## src/hw/rtl/lzw_pkg.sv

```systemverilog
// shared types and constants of the lzw encoder
package lzw_pkg;
    localparam int CODE_BITS  = 12;
    localparam logic [11:0] FIRST_CODE = 12'd256;
    localparam logic [11:0] END_CODE   = 12'd4095;
    localparam logic [11:0] LAST_CODE  = 12'd4094;

    typedef struct packed {
        logic [7:0] out_byte;
        logic       run_last;
        logic       stream_done;
    } t_out_beat;

    typedef struct packed {
        logic [7:0] data_byte;
        logic       end_of_stream;
    } t_in_beat;

    // controller to datapath
    typedef struct packed {
        logic take_in;      // latch input beat
        logic start_probe;  // compute first slot
        logic issue_read;   // read memory at probe index
        logic step_probe;   // advance probe index
        logic do_insert;    // write new entry
        logic hit_update;   // current code from slot
        logic miss_update;  // current code from byte
        logic first_update; // first byte of stream
        logic pack_cur;     // pack current code
        logic pack_end;     // pack end marker
        logic pack_zero;    // pack zero code
        logic pack_last;    // last packed code of this item
        logic clr_start;    // begin clearing pass
        logic clr_step;     // clear one entry
    } t_ctrl;

    // datapath to controller
    typedef struct packed {
        logic have_first;
        logic eos;
        logic slot_empty;
        logic slot_match;
        logic exhausted;
        logic clr_done;
        logic fifo_room;   // room for two more bytes
        logic fifo_empty;
    } t_stat;
endpackage

```

## src/hw/rtl/lzw_ctrl.sv

```systemverilog
// controller state machine of the lzw encoder
module lzw_ctrl (
    input  logic           i_clk,
    input  logic           i_rst_n,
    input  logic           i_in_valid,
    output logic           o_in_ready,
    input  lzw_pkg::t_stat i_stat,
    output lzw_pkg::t_ctrl o_ctrl
);
    import lzw_pkg::*;

    localparam logic [3:0] S_CLEAR = 4'd0;
    localparam logic [3:0] S_IDLE  = 4'd1;
    localparam logic [3:0] S_HASH  = 4'd2;
    localparam logic [3:0] S_READ  = 4'd3;
    localparam logic [3:0] S_CHECK = 4'd4;
    localparam logic [3:0] S_MISS  = 4'd5;
    localparam logic [3:0] S_FL0   = 4'd6;
    localparam logic [3:0] S_FL1   = 4'd7;
    localparam logic [3:0] S_FL2   = 4'd8;
    localparam logic [3:0] S_DRAIN = 4'd9;
    localparam logic [3:0] S_START = 4'd10;

    logic [3:0] r_state, n_state;

    always_comb begin
        n_state = r_state;
        o_ctrl  = '0;
        o_in_ready = 1'b0;
        case (r_state)
            S_START: begin
                o_ctrl.clr_start = 1'b1;
                n_state = S_CLEAR;
            end
            S_CLEAR: begin
                o_ctrl.clr_step = 1'b1;
                if (i_stat.clr_done) n_state = S_IDLE;
            end
            S_IDLE: begin
                o_in_ready = 1'b1;
                if (i_in_valid) begin
                    o_ctrl.take_in = 1'b1;
                    n_state = S_HASH;
                end
            end
            S_HASH: begin
                if (!i_stat.have_first) begin
                    o_ctrl.first_update = 1'b1;
                    n_state = i_stat.eos ? S_FL0 : S_IDLE;
                end else begin
                    o_ctrl.start_probe = 1'b1;
                    n_state = S_READ;
                end
            end
            S_READ: begin
                o_ctrl.issue_read = 1'b1;
                n_state = S_CHECK;
            end
            S_CHECK: begin
                if (i_stat.slot_empty || i_stat.exhausted) begin
                    n_state = S_MISS;
                end else if (i_stat.slot_match) begin
                    o_ctrl.hit_update = 1'b1;
                    n_state = i_stat.eos ? S_FL0 : S_IDLE;
                end else begin
                    o_ctrl.step_probe = 1'b1;
                    n_state = S_READ;
                end
            end
            S_MISS: begin
                if (i_stat.fifo_room) begin
                    o_ctrl.do_insert   = i_stat.slot_empty;
                    o_ctrl.pack_cur    = 1'b1;
                    o_ctrl.pack_last   = !i_stat.eos;
                    o_ctrl.miss_update = 1'b1;
                    n_state = i_stat.eos ? S_FL0 : S_IDLE;
                end
            end
            S_FL0: begin
                if (i_stat.fifo_room) begin
                    o_ctrl.pack_cur = 1'b1;
                    n_state = S_FL1;
                end
            end
            S_FL1: begin
                if (i_stat.fifo_room) begin
                    o_ctrl.pack_end = 1'b1;
                    n_state = S_FL2;
                end
            end
            S_FL2: begin
                if (i_stat.fifo_room) begin
                    o_ctrl.pack_zero = 1'b1;
                    o_ctrl.pack_last = 1'b1;
                    n_state = S_DRAIN;
                end
            end
            S_DRAIN: begin
                if (i_stat.fifo_empty) n_state = S_START;
            end
            default: n_state = S_START;
        endcase
    end

    always_ff @(posedge i_clk) begin
        if (!i_rst_n) r_state <= S_START;
        else          r_state <= n_state;
    end
endmodule

```

## config.mk

```make
export PLATFORM = sky130hd
export DESIGN_NAME = lzw_ctrl
export DESIGN_NICKNAME = d
export VERILOG_FILES = /design/src/hw/rtl/lzw_pkg.sv /design/src/hw/rtl/lzw_ctrl.sv
export SDC_FILE = /design/constraint.sdc
export NUM_CORES = 1
export LEC_CHECK = 0
export BUFFER_PORTS_ARGS = -buffer_cell sky130_fd_sc_hd__buf_2
export CAP_MARGIN = 40
export CORE_AREA = 2 2 39 41
export CTS_CLUSTER_DIAMETER = 80
export DETAILED_ROUTE_END_ITERATION = 8
export DIE_AREA = 0 0 41 43
export PLACE_DENSITY = 0.79
export SYNTH_ARGS = -nofsm -noshare
export SYNTH_HDL_FRONTEND = slang
export SYNTH_SLANG_ARGS = --single-unit
```

## constraint.sdc

```tcl
create_clock -name i_clk -period 1.57 [get_ports i_clk]
set_input_delay 0.157 -clock i_clk [delete_from_list [all_inputs] [get_ports i_clk]]
set_output_delay 0.157 -clock i_clk [all_outputs]
set_load 0.1 [all_outputs]
```

==> results.md, run 1 <==
* Hold WS at 0.158 ns
* IO Pins at 26
* Port Buf Inserts at 25
* Grt ovf at 0
* Nets at 124
* Seq/Total Area, Yosys at 14.9%
* Tot GR Track Use at 21.6%
* Chip height at 43 um
* Max H-tree Level at 1
* RSZ-0062 raised after global routing: true
* R2R cell count at 6
* M1 GR Usage at 27.8%
* Largest register FFs at 4
* Clock buffer depth at 2
* Fmax at 0.625 GHz
* Cts hold-fix bufs at 0
* Worst Path Required at 1.41 ns
* Final min period at 1.60 ns
* Met3 Usage GRT at 0.524%
* Status: finished with violations
* Later-pin clock latency in the skew report at 0.23 ns
* Die ar. at 1760 um2
* Post-detail-place hpwl at 1280 um
* Synth unique cells at 33
* LEAKAGE at 0.463 nW
* P&R area growth vs syn at 109%
* Final hold vios at 0
* Die width at 41 um
* Final count of negative-setup-slack endpoints at 1
* Post-Syn Area at 537 um2
* Sink Count at 4
* Mapped Nets at 88
* First-pass GRT wire length at 2720 um
* Worst Setup Start Kind: flip-flop
* VDD IR-drop max at 1.34 mV
* Syn Area/Cell at 6.97 um2
* Crit Reg-Reg Endpoint: r_state[2]
* Post-route clock skew at 0.0000488 ns
* Yosys warnings at 0
* First-pass detailed-route iteration total at 4
* Biggest register: r_state
* Setup Crit Path Kind: flip-flop to output port
* Antenna fix cells at 0
* Crit. End Element: output port
* Vias in the first global route at 645
* Via Count at 708
* PD cells at 1750 nW/um2
* Worst-Margin Slew at 0.309 ns
* Data arrival, critical path at 1.44 ns
* Pin count of the biggest net entering global routing at 14
* DRC viols at 0
* 1st-iter DRT viols at 9
* Most Crowded Layer GR: met2
* Root Buffer: clkbuf_4
* Final period utilization at 102%
* Seq cells post-synth at 4
* Placeable Area at 1380 um2
* Worst r2r src: r_state[0]
* Biggest registers after layout: r_state (4)
* Hold Path Sink: r_state[3]
* CTS tree: built
* R2r setup slk at 0.11 ns
* Syn Inst Count at 77
* Max Cap Viol at 0
* Vias per inst at 5.57
* Reg clk slew, reported paths at 0.04 ns
* Failing checks: negative setup slack
* Maximum fanout along the worst path at 9
* CTS Buf Count at 3
* Ys flop type: dfxtp_1
* Finished Layout Cells at 127
* Total Wirelength at 1750 um
* DRT antenna net count at 0
* # rows at 14
* Share of cells above drive strength 1 at 63.1%
* Hold path start: i_rst_n
* Hold Path Class: primary input to flip-flop
* Placed Cells at 117
* Final GP Congestion at 0.831
* Post-synth EDFFs at 0
* Initial antenna violation count at 0
* Slew headroom at 79.4%
* Met2 Track Usage GR at 36.3%
* Effective utilization at floorplan at 38.8%
* Pins Over Slew Limit at 0
* Worst Setup Slack, final at -0.0291 ns
* Async S/R FF share, synth at 0%
* Routed len/inst at 13.8 um
* Hold Path Depth at 2
cell usage after synthesis (all sizes together), types with 2 or more instances:
master / n / area share [%]
and2: 2 / 2.3
and3: 4 / 4.7
buf: 5 / 8.2
dfxtp: 4 / 15
inv: 2 / 1.4
nand2: 7 / 4.9
nand2b: 8 / 9.3
nand3: 2 / 1.9
nor2: 13 / 9.1
nor2b: 3 / 3.5
nor3: 4 / 3.7
nor4: 2 / 2.3
o21ai: 5 / 6.1
o22ai: 2 / 2.3
area by class of cell:
cell class              count  area (um2)
multi-input cells          66         541
flip-flops and latches      4        92.6
clock buffers               3        22.5
inverters                   2        7.51
repair buffers             36         440
well taps                  16        20.0
fillers                    90         260
repair_timing:
| action | 4_1_cts | 5_1_grt |
|---|---|---|
| pin swaps | 0 | 3 |
| resized for setup | 7 | 4 |
| setup buffers | 5 | 2 |
| setup endpoints to repair | 9 | 5 |
| hold endpoints to repair | 0 | 0 |
worst max path at each step:
stage,startpoint,end,cells after the start
2_1_floorplan,r_state[3],o_ctrl[9],4
3_3_place_gp,r_state[2],o_ctrl[2],5
3_5_place_dp,r_state[2],o_ctrl[2],5
4_1_cts,r_state[3],o_ctrl[2],6
5_1_grt,r_state[0],o_ctrl[2],5
6_report,r_state[0],o_ctrl[2],5
critical path: stages, from the launching register on:
cell,delay [ns]
dfxtp_4,0.38
nor2b_1,0.20
a21oi_1,0.10
nor2_1,0.17
and2_4,0.18
buf_12,0.17
through the flow:
step	setup WS [ns]	instance area [um2]	power (mW)	setup TNS (ns)	utilization [%]
after floorplan	-0.495	672	1.32	-2.60	-
after global placement	0.133	1020	1.67	0	73.6
after detailed placement	0.0953	1020	1.70	0	73.6
after CTS	-0.0346	1100	1.91	-0.0346	79.3
after global routing	-0.0830	1120	2.06	-0.108	81.2
final	-0.0291	1120	1.97	-0.0291	81.2
layer usage:
metal  part of all wire, %  wire, um  vias to the layer above
met2                    55       959                       29
met1                    40       696                      332
met4                   1.2        21                        0
li1                      -         -                      345
met5                     0         0                        -
met3                   4.3        76                        2
layout by cell type, fill, tap and decap left out, types with 2 or more instances in the layout:
| cell | instances |
|---|---|
| buf_12 | 15 |
| buf_2 | 10 |
| buf_4 | 10 |
| nor2_1 | 8 |
| nand2b_1 | 6 |
| nand2_1 | 5 |
| nor2_4 | 3 |
| and3_1 | 3 |
| o21ai_0 | 3 |
| clkbuf_4 | 3 |
| dfxtp_4 | 3 |
| nand2b_4 | 2 |
| nor2_2 | 2 |
| nor3_2 | 2 |
| nor4_4 | 2 |
| nor2b_1 | 2 |
| and2_4 | 2 |
| nand2_2 | 2 |
| o21ai_2 | 2 |
| nand3_1 | 2 |
| o22ai_1 | 2 |
cell families after synthesis:
family	share of synthesized area (%)
AND/OR/NAND/NOR	44.8
AO/OA/AOI/OAI	28.0
buffers and inverters	9.56
flip-flops	14.9
multiplexers	2.80
where the power goes:
part	leakage, nW	internal (mW)	switching, mW
clock	0.0138	0.0853	0.0385
sequential	0.0346	0.157	0.116
combinational	0.414	0.630	0.939
total	0.463	0.872	1.09
Power figures use the tool's default switching activity.
==> run 2: changes to the inputs <==
==> constraint.sdc (replaced) <==
create_clock -name i_clk -period 1.7 [get_ports i_clk]
set_input_delay 0.17 -clock i_clk [delete_from_list [all_inputs] [get_ports i_clk]]
set_output_delay 0.17 -clock i_clk [all_outputs]
set_load 0.1 [all_outputs]
==> results.md, run 2 (synthesis gave the netlist of run 1 again) <==
* Hold WS at 0.172 ns
* Worst Path Required at 1.53 ns
* Crit Reg-Reg Endpoint: r_state[2]
* Sw frac at 56.6%
* Fmax at 0.611 GHz
* Final min period at 1.64 ns
* Hold Path Depth at 2
* Clock buffer depth at 2
* Combinational Power Share at 78.0%
* Total power at 1.72 mW
* Placed Cells at 117
* Tot GR Track Use at 19.8%
* Post-route clock skew at 0.00935 ns
* Setup TNS at 0 ns
* Filler cell count at 104
* R2R cell count at 6
* P&R area growth vs syn at 98.6%
* RSZ-0062 raised after global routing: true
* Effective utilization at floorplan at 38.8%
* Biggest register: r_state
* Status: completed
* Reg clk slew, reported paths at 0.04 ns
* Max H-tree Level at 1
* Worst r2r src: r_state[0]
* Root Buffer: clkbuf_4
* P_sw at 0.971 mW
* Final GP Congestion at 0.803
* Slowest CP cell: dfxtp_4
* Crit. End Element: output port
* Worst slack, placed at 0.198 ns
* Crit path largest cell delay at 0.44 ns
* Final count of negative-setup-slack endpoints at 0
* Sink Count at 4
* Pins Over Slew Limit at 0
* VDD IR-drop max at 0.913 mV
* Setup Crit Path Kind: flip-flop to output port
* DRC viols at 0
* Worst Setup Slack, final at 0.0635 ns
* Finished Core Util at 77.0%
* Finished Layout Cells at 122
* Routed len/inst at 13.0 um
* Die ar. at 1760 um2
* 1st-iter DRT viols at 6
* Vias per inst at 5.44
* DRT antenna net count at 0
* Largest register FFs at 4
* Share of cells above drive strength 1 at 58.5%
* Final period utilization at 96.3%
* IO Pins at 26
* Cell family with most CP delay: simple AND/OR/NAND/NOR gates
* Max Cap Viol at 0
* Data arrival, critical path at 1.47 ns
* First-pass detailed-route iteration total at 4
* Grt ovf at 0
* Worst-Margin Slew at 0.305 ns
* LEAKAGE at 0.431 nW
* Finished Cell Area at 1070 um2
* Nets at 119
* CTS tree: built
* Port Buf Inserts at 25
* Vias in the first global route at 575
* CTS Buf Count at 3
* Post-detail-place hpwl at 1270 um
* Most common cell after layout, fill and taps aside: buf_12
* Initial antenna violation count at 0
* Total Wirelength at 1590 um
* Hold Path Class: primary input to flip-flop
* R2r setup slk at 0.31 ns
* Placeable Area at 1380 um2
* Chip height at 43 um
* Clock Power Share at 6.8%
* Seq pwr share at 15.3%
* Hold Path Sink: r_state[1]
* Commonest cells after routing, fill and taps aside: buf_12 (15), buf_2 (10), nor2_1 (9)
* First-pass GRT wire length at 2450 um
* Later-pin clock latency in the skew report at 0.23 ns
* Die width at 41 um
* Slew headroom at 79.6%
* PD cells at 1610 nW/um2
* Biggest registers after layout: r_state (4)
* Antenna fix cells at 0
* Int Pwr at 0.744 mW
* Cts hold-fix bufs at 0
* Final hold vios at 0
* Critical path buffers and inverters at 1
* Worst Setup Start Kind: flip-flop
* Maximum fanout along the worst path at 16
* # rows at 14
* Placed cell areas at 1020 um2
* Pin count of the biggest net entering global routing at 17
* Hold path start: i_rst_n
* CP cell instances: nor2b_2 > a21oi_1 > nor2_1 > and2_2 > buf_12
* Via Count at 664
[run 2: changes by cell type in the layout (fill, tap and decap cells not counted)]
cell and delta:
nand2_1 +1, and3_1 +1, nor2_1 +1, and2_2 +1, nand2b_4 -1, and2_4 -1
nand2_2 -1, nor2_2 -1, and3_2 -1, buf_8 -1, nand2b_2 +1, buf_4 -4
[run 2: layer usage]
metal,routed length [um],vias to the layer above,track usage [%]
met5,0,-,0
met4,0,0,2.00
met3,71,0,4.71
met2,874,22,34.1
met1,641,309,24.5
li1,-,333,-
[run 2: power groups by stage]
stage               Combinational, mW  Sequential [mW]  Clock [mW]
global placement                 1.28            0.257           0
CTS                              1.30            0.265       0.121
global route                     1.41            0.272       0.127
detailed placement               1.30            0.263           0
floorplan                        1.05            0.165           0
finish                           1.34            0.262       0.117
[run 2: worst max-delay path by stage]
stage,start,endpoint,slack [ns],depth (start not counted)
after floorplan,r_state[3],o_ctrl[9],-0.38,4
after global placement,r_state[2],o_ctrl[2],0.23,5
after detailed placement,r_state[0],r_state[2],0.20,5
after CTS,r_state[1],o_ctrl[12],0.04,3
after global routing,r_state[2],o_ctrl[2],-0.03,5
final,r_state[2],o_ctrl[2],0.06,5
[run 2: cell type report]
class,count,area [um2],area share [%]
Tap cell,16,20.0,1.88
Multi-Input combinational cell,66,528,49.5
Timing Repair Buffer,31,395,37.1
Clock buffer,3,22.5,2.11
Sequential cell,4,92.6,8.69
Inverter,2,7.51,0.704
[run 2: repair_timing]
item	in CTS	in global routing
pin swaps	0	0
endpoints found under the setup margin	1	2
buffers inserted	0	2
gates resized for setup	2	3
==> run 3: changes to the inputs <==
--- a/config.mk
+++ b/config.mk
@@ -11,6 +11,7 @@
 export CTS_CLUSTER_DIAMETER = 80
 export DETAILED_ROUTE_END_ITERATION = 8
 export DIE_AREA = 0 0 41 43
+export MAX_ROUTING_LAYER = met4
 export PLACE_DENSITY = 0.79
 export SYNTH_ARGS = -nofsm -noshare
 export SYNTH_HDL_FRONTEND = slang
==> results.md, run 3 (synthesis gave the netlist of run 1 again) <==
* Hold Path Depth at 2
* Later-pin clock latency in the skew report at 0.24 ns
* VDD IR-drop max at 0.903 mV
* Worst-Margin Slew at 0.301 ns
* Final count of negative-setup-slack endpoints at 0
* Grt ovf at 0
* DRC viols at 0
* Data arrival, critical path at 1.48 ns
* CTS Buf Count at 3
* Hold Path Class: primary input to flip-flop
* First-pass detailed-route iteration total at 4
* Hold path start: i_rst_n
* Vias in the first global route at 577
* CTS tree: built
* Port Buf Inserts at 25
* P_sw at 0.973 mW
* Biggest registers after layout: r_state (4)
* Setup Crit Path Kind: flip-flop to output port
* Status: completed
* Int Pwr at 0.753 mW
* Maximum fanout along the worst path at 16
* First-pass GRT wire length at 2450 um
* Finished Core Util at 77.6%
* Combinational Power Share at 78.3%
* M1 GR Usage at 24.8%
* Initial antenna violation count at 0
* Worst r2r src: r_state[2]
* PD cells at 1610 nW/um2
* Biggest register: r_state
* Routed len/inst at 12.9 um
* Max Cap Viol at 0
* Final hold vios at 0
* Crit. End Element: output port
* Die ar. at 1760 um2
* R2r setup slk at 0.31 ns
* Vias per inst at 5.62
* Sink Count at 4
* Worst slack, placed at 0.198 ns
* Final min period at 1.65 ns
* Pins Over Slew Limit at 0
* Largest register FFs at 4
* RSZ-0062 raised after global routing: true
* Tot GR Track Use at 20.3%
* Worst Setup Slack, final at 0.0530 ns
* IO Pins at 26
* Antenna fix cells at 0
* P&R area growth vs syn at 100%
* Fmax at 0.607 GHz
* Worst Setup Start Kind: flip-flop
* Hold Path Sink: r_state[1]
* Commonest cells after routing, fill and taps aside: buf_12 (15), buf_2 (10), nor2_1 (9), buf_4 (7)
* Via Count at 691
* Seq pwr share at 14.9%
* 1st-iter DRT viols at 11
* Root Buffer: clkbuf_4
* Sw frac at 56.4%
* Total Wirelength at 1590 um
* Met2 Track Usage GR at 33.8%
* Effective utilization at floorplan at 38.8%
* Post-detail-place hpwl at 1270 um
* Pin count of the biggest net entering global routing at 17
* Clock Power Share at 6.8%
* Slew headroom at 79.8%
* Worst Path Required at 1.53 ns
* Max H-tree Level at 1
* Final GP Congestion at 0.815
* Cts hold-fix bufs at 0
* Nets at 120
* Post-route clock skew at 0.00996 ns
* DRT antenna net count at 0
* Placeable Area at 1380 um2
* Die width at 41 um
* Clock buffer depth at 2
* Most Crowded Layer GR: met2
* Final period utilization at 96.9%
* Share of cells above drive strength 1 at 58.9%
* LEAKAGE at 0.437 nW
* Crit Reg-Reg Endpoint: r_state[0]
* Most common cell after layout, fill and taps aside: buf_12
* Chip height at 43 um
* R2R cell count at 4
* Reg clk slew, reported paths at 0.04 ns
* # rows at 14
* Met3 Usage GRT at 4.71%
-- run 3: critical path, cell delays in order, from the launching register on --
cell and delay [ns]:
dfxtp_4 0.44, nor2b_2 0.20, a21oi_1 0.08, nor2_1 0.16, and2_2 0.20, buf_12 0.17
-- run 3: worst max-delay path by stage --
stage,startpoint,endpoint,slack (ns),depth (start not counted)
6_report,r_state[2],o_ctrl[2],0.05,5
5_1_grt,r_state[2],o_ctrl[2],-0.02,5
4_1_cts,r_state[1],o_ctrl[12],0.04,3
2_1_floorplan,r_state[3],o_ctrl[9],-0.38,4
3_3_place_gp,r_state[2],o_ctrl[2],0.23,5
3_5_place_dp,r_state[0],r_state[2],0.20,5
-- run 3: final cells by class --
class	count	area, um2
repair buffers	32	403
well taps	16	20.0
clock buffers	3	22.5
fillers	98	310
multi-input cells	66	528
flip-flops and latches	4	92.6
inverters	2	7.51
-- run 3: power by group through the flow --
stage,sequential (mW),combinational [mW],clock (mW)
floorplan,0.165,1.05,0
global placement,0.257,1.28,0
detailed placement,0.263,1.30,0
CTS,0.265,1.30,0.121
global route,0.269,1.42,0.127
finish,0.257,1.35,0.118
-- run 3: what timing repair did --
action,CTS,global route
hold endpoints to repair,0,0
resized for setup,2,3
endpoints found under the setup margin,1,2
buffers inserted,0,3
-- run 3: routing by layer --
layer | vias to the layer above | share of wire, % | wire [um]
met5 | - | 0 | 0
met4 | 0 | 0 | 0
met3 | 0 | 6.6 | 104
met2 | 33 | 54 | 858
met1 | 322 | 39 | 623
li1 | 336 | - | -
-- run 3: through the flow --
stage	instances	hold slack, ns	TNS, ns	cell area [um2]	total power [mW]
finish	123	0.169	0	1070	1.73
global route	123	0.196	-0.0228	1070	1.82
CTS	120	0.174	0	1040	1.69
detailed placement	117	0.415	0	1020	1.56
global placement	117	0.411	0	1020	1.54
floorplan	77	0.242	-1.67	671	1.22
